### src/hw/rtl/psl_pkg.sv
// Shared types and constants for the stream locator.
package psl_pkg;

  // Offset and position widths
  localparam int unsigned OFF_W = 24;
  localparam int unsigned POS_W = 25;
  localparam int unsigned CFG_W = 25;
  localparam int unsigned SUM_W = 26;

  // Positions at or beyond this limit are not scanned
  localparam logic [POS_W-1:0] MAX_BUFFER_BYTES = 25'h100_0000;

  // Keyword patterns, oldest byte in the high bits
  localparam logic [47:0] KW_STREAM   = 48'h7374_7265_616D;
  localparam logic [63:0] KW_NDSTREAM = 64'h6E64_7374_7265_616D;
  localparam logic [7:0]  CH_E        = 8'h65;
  localparam logic [15:0] CRLF        = 16'h0D0A;

  // Distances in bytes
  localparam logic [OFF_W-1:0] STREAM_BACK   = 24'd5;
  localparam logic [OFF_W-1:0] END_BACK      = 24'd8;
  localparam logic [POS_W-1:0] STREAM_MIN    = 25'd5;
  localparam logic [POS_W-1:0] END_MIN       = 25'd8;
  localparam logic [POS_W-1:0] BODY_SKIP     = 25'd7;
  localparam logic [POS_W-1:0] BODY_SKIP_NL  = 25'd8;
  localparam logic [POS_W-1:0] RESUME_STEP   = 25'd10;
  localparam logic [SUM_W-1:0] SEARCH_MARGIN = 26'd15;

  // Scan phase
  typedef enum logic [1:0] {
    PH_SEARCH = 2'd0,
    PH_OPEN   = 2'd1,
    PH_STOP   = 2'd2
  } phase_t;

  // Input word
  typedef struct packed {
    logic [7:0] data_byte;
    logic       last_byte;
  } in_word_t;

  // Result word
  typedef struct packed {
    logic [OFF_W-1:0] tag_offset;
    logic [OFF_W-1:0] body_start_offset;
    logic [OFF_W-1:0] end_tag_offset;
  } out_word_t;

endpackage

### src/hw/rtl/psl_in_reg.sv
// Input register stage for the stream locator.
module psl_in_reg (
  input  logic             clk,
  input  logic             rst,
  input  logic             in_valid,
  output logic             in_ready,
  input  psl_pkg::in_word_t in_data,
  input  logic             advance,
  output logic             word_valid,
  output psl_pkg::in_word_t word
);
  import psl_pkg::*;

  logic word_valid_next;

  // Take a new word when the register is empty or the held one moves on this cycle
  assign in_ready = !word_valid || advance;

  always_comb begin
    word_valid_next = word_valid;
    if (in_valid && in_ready) begin
      word_valid_next = 1'b1;
    end else if (advance) begin
      word_valid_next = 1'b0;
    end
  end

  always_ff @(posedge clk) begin
    if (rst) begin
      word_valid <= 1'b0;
    end else begin
      word_valid <= word_valid_next;
    end
  end

  // Load payload on accept
  always_ff @(posedge clk) begin
    if (in_valid && in_ready) begin
      word <= in_data;
    end
  end

endmodule

### src/hw/rtl/psl_scan_core.sv
// Keyword matcher, scan state and result register for the stream locator.
module psl_scan_core (
  input  logic                          clk,
  input  logic                          rst,
  input  logic                          cfg_valid,
  input  logic [psl_pkg::CFG_W-1:0]     cfg_data,
  input  logic                          word_valid,
  input  psl_pkg::in_word_t             word,
  output logic                          advance,
  output logic                          out_valid,
  input  logic                          out_ready,
  output psl_pkg::out_word_t            out_data
);
  import psl_pkg::*;

  // Registers
  logic [CFG_W-1:0] buffer_size;
  logic [POS_W-1:0] byte_position;
  logic [63:0]      recent_bytes;
  phase_t           scan_phase;
  logic [OFF_W-1:0] open_tag_offset;
  logic [POS_W-1:0] open_body_start;
  logic [POS_W-1:0] resume_position;

  logic [POS_W-1:0] byte_position_next;
  logic [63:0]      recent_bytes_next;
  phase_t           scan_phase_next;
  logic [OFF_W-1:0] open_tag_offset_next;
  logic [POS_W-1:0] open_body_start_next;
  logic [POS_W-1:0] resume_position_next;

  // Match terms
  logic             fire;
  logic             in_range;
  logic [7:0]       oldest;
  logic             is_stream;
  logic             is_end;
  logic [OFF_W-1:0] kw_at;
  logic [OFF_W-1:0] end_tag;
  logic [POS_W-1:0] tag_wide;
  logic [POS_W-1:0] body_start_eff;
  logic             hit;
  out_word_t        result;

  // Move on when the result register is free or being emptied
  assign advance = !out_valid || out_ready;
  assign fire    = word_valid && advance;

  assign in_range          = byte_position < MAX_BUFFER_BYTES;
  assign oldest            = recent_bytes[63:56];
  assign recent_bytes_next = {recent_bytes[55:0], word.data_byte};
  assign is_stream = (byte_position >= STREAM_MIN) && (recent_bytes_next[47:0] == KW_STREAM);
  assign is_end    = (byte_position >= END_MIN) && (recent_bytes_next == KW_NDSTREAM)
                     && (oldest == CH_E);
  assign kw_at      = byte_position[OFF_W-1:0] - STREAM_BACK;
  assign end_tag    = byte_position[OFF_W-1:0] - END_BACK;
  assign tag_wide   = {1'b0, open_tag_offset};

  // Settle body start once the two bytes after the keyword are in
  always_comb begin
    body_start_eff = open_body_start;
    if (scan_phase == PH_OPEN && byte_position == tag_wide + BODY_SKIP
        && recent_bytes_next[15:0] == CRLF) begin
      body_start_eff = tag_wide + BODY_SKIP_NL;
    end
  end

  // Next scan state and result
  always_comb begin
    byte_position_next   = byte_position;
    scan_phase_next      = scan_phase;
    open_tag_offset_next = open_tag_offset;
    open_body_start_next = open_body_start;
    resume_position_next = resume_position;
    hit                  = 1'b0;
    result.tag_offset        = open_tag_offset;
    result.body_start_offset = body_start_eff[OFF_W-1:0];
    result.end_tag_offset    = end_tag;

    if (in_range) begin
      byte_position_next   = byte_position + 1'b1;
      open_body_start_next = body_start_eff;
      unique case (scan_phase)
        PH_SEARCH: begin
          if (is_stream && {1'b0, kw_at} >= resume_position
              && ({1'b0, resume_position} + SEARCH_MARGIN) < {1'b0, buffer_size}) begin
            open_tag_offset_next = kw_at;
            open_body_start_next = {1'b0, kw_at} + BODY_SKIP;
            scan_phase_next      = PH_OPEN;
          end
        end
        PH_OPEN: begin
          if (is_end && {1'b0, end_tag} >= body_start_eff) begin
            hit                  = 1'b1;
            resume_position_next = {1'b0, end_tag} + RESUME_STEP;
            scan_phase_next      = PH_SEARCH;
          end else if (is_stream && {1'b0, kw_at} >= body_start_eff) begin
            if (({2'b0, kw_at} + SEARCH_MARGIN) < {1'b0, buffer_size}) begin
              open_tag_offset_next = kw_at;
              open_body_start_next = {1'b0, kw_at} + BODY_SKIP;
              scan_phase_next      = PH_OPEN;
            end else begin
              scan_phase_next = PH_STOP;
            end
          end
        end
        PH_STOP: begin
          scan_phase_next = PH_STOP;
        end
        default: begin
          scan_phase_next = PH_SEARCH;
        end
      endcase
    end

    // Drop all scan state after the final byte
    if (word.last_byte) begin
      byte_position_next   = '0;
      scan_phase_next      = PH_SEARCH;
      open_tag_offset_next = '0;
      open_body_start_next = '0;
      resume_position_next = '0;
    end
  end

  // Configuration register
  always_ff @(posedge clk) begin
    if (rst) begin
      buffer_size <= '0;
    end else if (cfg_valid) begin
      buffer_size <= cfg_data;
    end
  end

  // Scan state
  always_ff @(posedge clk) begin
    if (rst) begin
      byte_position   <= '0;
      recent_bytes    <= '0;
      scan_phase      <= PH_SEARCH;
      open_tag_offset <= '0;
      open_body_start <= '0;
      resume_position <= '0;
    end else if (fire) begin
      byte_position   <= byte_position_next;
      scan_phase      <= scan_phase_next;
      open_tag_offset <= open_tag_offset_next;
      open_body_start <= open_body_start_next;
      resume_position <= resume_position_next;
      if (word.last_byte) begin
        recent_bytes <= '0;
      end else if (in_range) begin
        recent_bytes <= recent_bytes_next;
      end
    end
  end

  // Result register
  always_ff @(posedge clk) begin
    if (rst) begin
      out_valid <= 1'b0;
    end else if (advance) begin
      out_valid <= fire && hit;
    end
  end

  always_ff @(posedge clk) begin
    if (fire && hit) begin
      out_data <= result;
    end
  end

endmodule

### src/hw/rtl/pdf_stream_locator.sv
// Top level of the stream locator.
//
// Usage:
//   Bytes of one buffer enter on the in channel (in_valid/in_ready), one word
//   per byte, with last_byte set on the final byte; after that byte all scan
//   state clears and the next word starts a new buffer at offset 0.
//   Each located stream body leaves on the out channel (out_valid/out_ready)
//   as one word: keyword offset, body start offset and end keyword offset.
//   buffer_size is written on the cfg channel (cfg_valid/cfg_ready, always
//   ready) while no byte is in flight.
// Throughput and pipeline:
//   One byte is taken every cycle while no result waits on out_ready: an
//   input register feeds the matcher and the state update, which fills a
//   result register; the byte that completes the end keyword passes both.
// Reset:
//   rst (synchronous) clears the scan state, buffer_size and both valids.
// Stalls:
//   While a result waits on out_ready, the input register accepts one more
//   byte only if it is empty; further bytes wait until the result is taken.
module pdf_stream_locator (
  input  logic                      clk,
  input  logic                      rst,
  input  logic                      cfg_valid,
  output logic                      cfg_ready,
  input  logic [psl_pkg::CFG_W-1:0] cfg_data,
  input  logic                      in_valid,
  output logic                      in_ready,
  input  psl_pkg::in_word_t         in_data,
  output logic                      out_valid,
  input  logic                      out_ready,
  output psl_pkg::out_word_t        out_data
);
  import psl_pkg::*;

  logic     advance;
  logic     word_valid;
  in_word_t word;

  assign cfg_ready = 1'b1;

  psl_in_reg u_in_reg (
    .clk        (clk),
    .rst        (rst),
    .in_valid   (in_valid),
    .in_ready   (in_ready),
    .in_data    (in_data),
    .advance    (advance),
    .word_valid (word_valid),
    .word       (word)
  );

  psl_scan_core u_scan_core (
    .clk        (clk),
    .rst        (rst),
    .cfg_valid  (cfg_valid && cfg_ready),
    .cfg_data   (cfg_data),
    .word_valid (word_valid),
    .word       (word),
    .advance    (advance),
    .out_valid  (out_valid),
    .out_ready  (out_ready),
    .out_data   (out_data)
  );

endmodule

### config.mk
export PLATFORM = sky130hd
export DESIGN_NAME = pdf_stream_locator
export DESIGN_NICKNAME = d
export VERILOG_FILES = /design/src/hw/rtl/psl_pkg.sv /design/src/hw/rtl/psl_in_reg.sv /design/src/hw/rtl/psl_scan_core.sv /design/src/hw/rtl/pdf_stream_locator.sv
export SDC_FILE = /design/constraint.sdc
export NUM_CORES = 1
export LEC_CHECK = 0
export ABC_CLOCK_PERIOD_IN_PS = 20300
export BUFFER_PORTS_ARGS = -buffer_cell sky130_fd_sc_hd__buf_2
export CAP_MARGIN = 15
export CORE_MARGIN = 2
export CORE_UTILIZATION = 60
export DETAILED_ROUTE_END_ITERATION = 8
export PLACE_DENSITY = 0.79
export SYNTH_ARGS = -nofsm -noshare
export SYNTH_HDL_FRONTEND = slang
export SYNTH_SLANG_ARGS = --single-unit
### constraint.sdc
create_clock -name clk -period 20.3 [get_ports clk]
set_input_delay 3.045 -clock clk [delete_from_list [all_inputs] [get_ports clk]]
set_output_delay 3.045 -clock clk [all_outputs]
set_load 0.1 [all_outputs]
==> impl_metrics.csv, run 1 <==
group,metric,value,unit
synth,avgSynthCellArea,8.92,um^2
timing,fmax,122,MHz
route,drc,0,
power_and_ir_drop,vdd_ir_drop_max,0.0805,mV
clock_network,clock_sinks,273,
cells_and_area,final_cell_mix,"nor2_1, dfxtp_1, nand2_1, ha_1, xnor2_1",
worst_setup_path,cp-start-kind,"register",
synth,synth_compound_area_frac,0.179,
synth,syn-cell-area,0.0176,mm^2
grt,grt_pass1_wl,85400,um
cells_and_area,final_common_cell,"nor2_1",
clock_network,numCtsBuffers,31,
synth,synth_top_cell_by_area,"dfxtp_1",
timing,finalHoldViolations,0,
timing,clock_skew,13.6,ps
worst_setup_path,crit_path_end_kind,"register",
timing,rsz0062_at_grt,"false",
timing,slew_headroom,0.220,
timing,period_share,0.403,
synth,yosysSeqAreaShare,0.356,
grt,gr-max-usage-layer,"met2",
synth,yosys_warnings,0,
synth,synthTopCellsByArea,"dfxtp_1, edfxtp_1, ha_1",
cells_and_area,fin_nets,2210,
route,vias,15960,
timing,worst_slew_pin_slew,1170,ps
synth,synth_top_area_share,0.218,
synth,syn_inst,1977,
synth,synth.area.mux_share,0.0225,
route,wl,56100,um
grt,antenna_found_initial,0,
route,ant_nets,0,
clock_network,hold_buffers,0,
synth,ys_ff_latch,273,
die,num_io_pins,114,
die,coreArea,0.0289,mm^2
timing,min_period,8180,ps
clock_network,insertion_delay,590,ps
timing,setup_tns,0,ps
cells_and_area,layout-drive-gt1-share,0.121,
run_status,status,"finished, final reports clean",
worst_setup_path,critPathMaxFanout,35,
power_and_ir_drop,power.density,62.1,mW/mm^2
synth,async_flop_share,0,
synth,synth-simple-area-share,0.197,
die,start_util,0.611,
power_and_ir_drop,leakage,7.93,nW
grt,grt_util_met1,0.467,
cells_and_area,syn2layout_area_growth,10.4,%
die,chipWidth,175,um
worst_setup_path,criticalPathCategory,"reg2reg",
synth,synth_flop_cell,"dfxtp_1",
worst_setup_path,required,20830,ps
grt,grt_max_degree,87,
placed_design,routabilityCongestion,0.998,
die,fp-row-count,62,
route,vias_per_cell,6.51,
worst_setup_path,critPathArrivalTime,8710,ps
route,avgRoutedWirePerCell,22.9,um
route,drtIter0Drc,1879,
clock_network,htreeDepth,1,
synth,synth_fa_ha_area_frac,0.0915,
route,firstDrtPassIters,8,
clock_network,cts_setup_buffers,0,
die,die_area,0.0308,mm^2
die,chipHeight,175,um
timing,slew_violations,0,
synth,synth_nets,2145,
hold_path,min_path_type,"reg2reg",
synth,ys_types,91,
grt,grt_pass1_vias,15074,
grt,grt.overflow.total,0,
grt,grt_util_met3,0.0729,
placed_design,portBuffers,112,
timing,finalSetupViolations,0,
clock_network,postCtsResizedCells,0,
timing,whs,467,ps
clock_network,clk_pin_slew,60,ps
clock_network,clockBufferDepth,3,
synth,synth-xor-area-share,0.0968,
synth,synth-edff-count,81,
synth,synth_top_family_by_area,"simple AND/OR/NAND/NOR gates",
grt,grt_use_met2,0.549,
clock_network,cts_tree,"yes",
clock_network,cts-root-buf,"clkbuf_16",
grt,globalRouteTotalUtil,0.357,
placed_design,dp_hpwl,42700,um
flow_run,cap_violations,0,
cells_and_area,num_antenna_cells,0,
==> cell type report <==
class	count	area [um^2]
repair buffers	145	811
flip-flops and latches	273	6280
clock inverters	11	131
multi-input cells	1464	10400
well taps	384	480
clock buffers	47	918
inverters	127	477
fillers	2440	9380
==> power breakdown <==
group	switching (mW)	internal [mW]	total (mW)
logic	0.0422	0.0208	0.0630
clock network	0.239	0.339	0.577
registers	0.00550	0.564	0.570
total	0.286	0.924	1.21
==> worst paths after layout <==
kind	start	to	slack (ps)	cells past startpoint
worst max-delay path	u_scan_core.open_tag_offset[5]	u_scan_core.open_body_start[13]	12120	22
worst min-delay path	u_scan_core.open_body_start[2]	u_scan_core.open_body_start[2]	470	2
worst max register to register	u_scan_core.open_tag_offset[5]	u_scan_core.open_body_start[13]	12120	22
worst min register to register	u_scan_core.open_body_start[2]	u_scan_core.open_body_start[2]	470	2
==> layer usage <==
layer / up-vias / routed length (um)
met5: - / 0
met4: 0 / 3660
met1: 7603 / 23000
li1: 7323 / -
met2: 841 / 24600
met3: 193 / 4900
==> cells in the mapped netlist (all sizes together) (12+ instances only) <==
cell type / count
a21o: 35
a21oi: 62
a22o: 34
a22oi: 70
and3: 16
buf: 42
clkbuf: 71
dfxtp: 192
edfxtp: 81
ha: 129
inv: 127
mux2i: 37
nand2: 129
nand2b: 13
nand3: 56
nand4: 57
nor2: 213
nor2b: 14
nor3: 53
nor4: 47
o21a: 18
o21ai: 58
o22ai: 12
o2bb2ai: 24
or3: 24
or4: 15
xnor2: 128
xor2: 67
==> registers in the layout, summed over array words and instances (netlist names) <==
| signal | cells |
|---|---|
| u_scan_core.scan_phase | 2 |
| u_scan_core.out_valid | 1 |
| u_scan_core.open_tag_offset | 24 |
| u_scan_core.recent_bytes | 64 |
| u_in_reg.word | 9 |
| u_scan_core.out_data | 72 |
| u_in_reg.word_valid | 1 |
| u_scan_core.buffer_size | 25 |
| u_scan_core.open_body_start | 25 |
| u_scan_core.byte_position | 25 |
| u_scan_core.resume_position | 25 |
==> metrics by stage <==
stage / worst slack (ps) / total power, mW / std cells / utilization / cell area (um^2)
after detailed placement: 12320 / 0.643 / 2393 / 0.638 / 18400
after global routing: 11730 / 1.24 / 2451 / 0.675 / 19500
final: 12120 / 1.21 / 2451 / 0.675 / 19500
after CTS: 12230 / 1.21 / 2451 / 0.675 / 19500
after global placement: 12590 / 0.641 / 2393 / 0.638 / 18400
after floorplan: 12830 / 0.623 / 1977 / - / 17600
==> kinds of logic (layout without fill, tap and decap cells) <==
family,after synthesis,count (layout)
simple gates,687,687
compound gates,413,413
flops,273,273
buf+inv,240,330
xor+xnor,195,195
fa+ha+maj,129,129
mux,39,39
other cells,1,1
==> critical path: stages, from the launching register on <==
cell and delay (ps):
dfxtp_1 550, nand3_1 430, or4_1 800, or4_1 550, a21oi_1 170, nand4_1 190, or3_1 400, buf_4 270
o21ai_0 330, inv_1 130, ha_1 330, a21o_1 160, a21o_1 170, a21oi_1 160, o31a_1 150, a21boi_1 550
o221a_2 310, o2111ai_1 120, a221o_1 420, a31oi_1 850, nand2b_1 390, or4_1 560, nand3_1 90
Power figures use the tool's default switching activity.
==> inputs of run 2 (changes only) <==
--- a/config.mk
+++ b/config.mk
@@ -5,7 +5,8 @@
 export SDC_FILE = /design/constraint.sdc
 export NUM_CORES = 1
 export LEC_CHECK = 0
-export ABC_CLOCK_PERIOD_IN_PS = 20300
+export ABC_AREA = 1
+export ABC_CLOCK_PERIOD_IN_PS = 8100
 export BUFFER_PORTS_ARGS = -buffer_cell sky130_fd_sc_hd__buf_2
 export CAP_MARGIN = 15
 export CORE_MARGIN = 2
==> constraint.sdc (replaced) <==
create_clock -name clk -period 8.1 [get_ports clk]
set_input_delay 1.215 -clock clk [delete_from_list [all_inputs] [get_ports clk]]
set_output_delay 1.215 -clock clk [all_outputs]
set_load 0.1 [all_outputs]
==> impl_metrics.csv, run 2 <==
group,metric,value,unit
run_status,status,"finished, final reports clean",
synth,synth-xor-area-share,0.0628,
worst_setup_path,r2r-start,"u_scan_core.scan_phase[1]",
cells_and_area,largest_reg_flops,72,
synth,synthTopCellsByArea,"dfxtp_1, edfxtp_1, nand2_1",
synth,synth_nets,2817,
placed_design,routabilityCongestion,1.07,
cells_and_area,final_cell_mix,"nand2_1, inv_1, nor2_1",
placed_design,portBuffers,112,
synth,synth_top_area_share,0.207,
worst_setup_path,critPathMaxFanout,30,
clock_network,clockBufferDepth,3,
synth,syn-cell-area,0.0186,mm^2
clock_network,hold_buffers,0,
timing,slew_headroom,0.265,
timing,period_share,0.883,
power_and_ir_drop,combinationalPowerShare,0.095,
route,ant_nets,0,
power_and_ir_drop,leakage,8.87,nW
synth,synth_fa_ha_area_frac,0.0870,
synth,yosys_warnings,0,
grt,grt_pass1_wl,104000,um
cells_and_area,regMostFlops,"u_scan_core.out_data",
grt,antenna_found_initial,1,
route,vias,19437,
timing,slew_violations,0,
power_and_ir_drop,switchingPower,0.908,mW
die,start_util,0.608,
route,wl,68400,um
worst_setup_path,max_stage_delay,580,ps
worst_setup_path,reg2reg_to,"u_scan_core.open_tag_offset[22]",
synth,synth_flop_cell,"dfxtp_1",
die,num_io_pins,114,
synth,ys_ff_latch,273,
power_and_ir_drop,pwr-share-seq,0.439,
clock_network,clk_pin_slew,60,ps
synth,synth-edff-count,81,
worst_setup_path,crit_path_end_kind,"register",
hold_path,min_path_type,"reg2reg",
synth,ys_types,52,
hold_path,hold_path_depth,0,
clock_network,cts_tree,"yes",
timing,min_period,7150,ps
grt,globalRouteTotalUtil,0.409,
flow_run,cap_violations,0,
hold_path,worstHoldStart,"u_scan_core.open_tag_offset[0]",
worst_setup_path,reg2reg_slack,950,ps
timing,fmax,140,MHz
cells_and_area,nFillCells,2616,
synth,synth.area.mux_share,0,
worst_setup_path,critPathArrivalTime,7510,ps
route,vias_per_cell,6.18,
timing,rsz0062_at_grt,"false",
cells_and_area,final_common_cell,"nand2_1",
synth,syn_inst,2649,
synth,synth_compound_area_frac,0.131,
route,drc,0,
grt,grt.overflow.total,0,
worst_setup_path,cp-start-kind,"register",
die,fp-row-count,64,
timing,clock_skew,29.2,ps
cells_and_area,layout-drive-gt1-share,0.0855,
timing,whs,465,ps
route,avgRoutedWirePerCell,21.7,um
cells_and_area,syn2layout_area_growth,10.8,%
clock_network,postCtsResizedCells,0,
power_and_ir_drop,clkPwrFrac,0.466,
clock_network,cts-root-buf,"clkbuf_16",
synth,synth_common_cells,"nand2_1, inv_1, nor2_1, a21oi_1, dfxtp_1",
die,chipHeight,180,um
die,coreArea,0.0305,mm^2
synth,synth-simple-area-share,0.292,
placed_design,dp_hpwl,52000,um
power_and_ir_drop,switching_share,0.273,
synth,avgSynthCellArea,7.00,um^2
cells_and_area,fin_util,0.674,
timing,finalSetupViolations,0,
synth,async_flop_share,0,
grt,grt_max_degree,93,
timing,worst_slew_pin_slew,1100,ps
die,die_area,0.0323,mm^2
worst_setup_path,required,8460,ps
hold_path,holdPathEnd,"u_scan_core.out_data[48]",
route,drtIter0Drc,2636,
synth,yosysMostFrequentCell,"nand2_1",
grt,grt_pass1_vias,17769,
power_and_ir_drop,p_int,2.42,mW
cells_and_area,reg_top3,"u_scan_core.out_data x72, u_scan_core.recent_bytes x64",
timing,setup_tns,0,ps
clock_network,cts_setup_buffers,0,
worst_setup_path,criticalPathCategory,"reg2reg",
cells_and_area,fin_nets,2890,
route,firstDrtPassIters,6,
clock_network,clock_sinks,273,
clock_network,htreeDepth,2,
synth,synth_top_family_by_area,"simple AND/OR/NAND/NOR gates",
worst_setup_path,ff2ff_path_depth,36,
power_and_ir_drop,power.density,162,mW/mm^2
worst_setup_path,slowest_stage,"dfxtp_1",
power_and_ir_drop,vdd_ir_drop_max,0.186,mV
synth,synth_top_cell_by_area,"dfxtp_1",
timing,finalHoldViolations,0,
die,chipWidth,180,um
clock_network,insertion_delay,540,ps
worst_setup_path,crit_top_cell,"nand2_1",
clock_network,numCtsBuffers,34,
synth,yosysSeqAreaShare,0.338,
-- run 2: cell count changes after synthesis, moves of 47 or more --
cell     before  now
a21oi_1      62  262
a22oi_1      70    0
inv_1       127  318
nand2_1     129  628
nand3_1      56  145
nor2_1      211  267
xnor2_1     128   19
xor2_1       67  114
-- run 2: critical path, delay by kind of cell (launching register included) --
kind	cells	cell delay, ps
buffers and inverters	5	1680
adders and majority gates	1	320
and+or+nand+nor	22	2930
DFF	1	580
AOI/OAI and AO/OA	8	1400
-- run 2: area by class of cell --
type / count / area, um^2 / share of cell area
Multi-Input combinational cell: 1947 / 10600 / 0.518
Timing Repair Buffer: 138 / 778 / 0.0379
Clock buffer: 42 / 891 / 0.0433
Antenna cell: 1 / 2.50 / 0.000122
Tap cell: 396 / 495 / 0.0241
Sequential cell: 273 / 6280 / 0.305
Inverter: 328 / 1230 / 0.0599
Clock inverter: 20 / 241 / 0.0117
-- run 2: worst max path at each step --
stage,startpoint,endpoint,slack (ps)
global route,u_scan_core.open_tag_offset[0],u_scan_core.open_tag_offset[3],640
CTS,u_scan_core.scan_phase[1],u_scan_core.open_tag_offset[3],1270
detailed placement,u_scan_core.scan_phase[1],u_scan_core.open_tag_offset[3],1300
global placement,u_scan_core.open_tag_offset[0],u_scan_core.open_tag_offset[0],1470
finish,u_scan_core.scan_phase[1],u_scan_core.open_tag_offset[22],950
floorplan,u_scan_core.open_tag_offset[0],u_scan_core.out_data[0],430
-- run 2: power by group through the flow --
stage	Sequential, mW	Clock (mW)	Combinational [mW]
CTS	1.46	1.55	0.302
detailed placement	1.49	0	0.300
global route	1.46	1.60	0.342
floorplan	1.47	0	0.217
global placement	1.49	0	0.294
finish	1.46	1.55	0.315
-- run 2: stage by stage --
stage	setup WS, ps	power [mW]	cell area, um^2	cells
final	948	3.33	20600	3145
after global routing	640	3.41	20600	3144
after CTS	1270	3.31	20500	3143
after detailed placement	1300	1.79	19400	3081
after global placement	1470	1.78	19400	3081
after floorplan	433	1.69	18600	2649
-- run 2: kinds of logic after synthesis --
group / Yosys count
other: 1
xor gates and xnor gates: 133
buffers and inverters: 429
and+or+nand+nor: 1247
DFF: 273
adders and majority gates: 129
AOI/OAI and AO/OA: 437
-- run 2: metal layers --
layer,global-route usage,share of wire
met1,0.567,0.41
met2,0.621,0.43
met3,0.0837,0.12
met4,0.172,0.048
met5,0,0
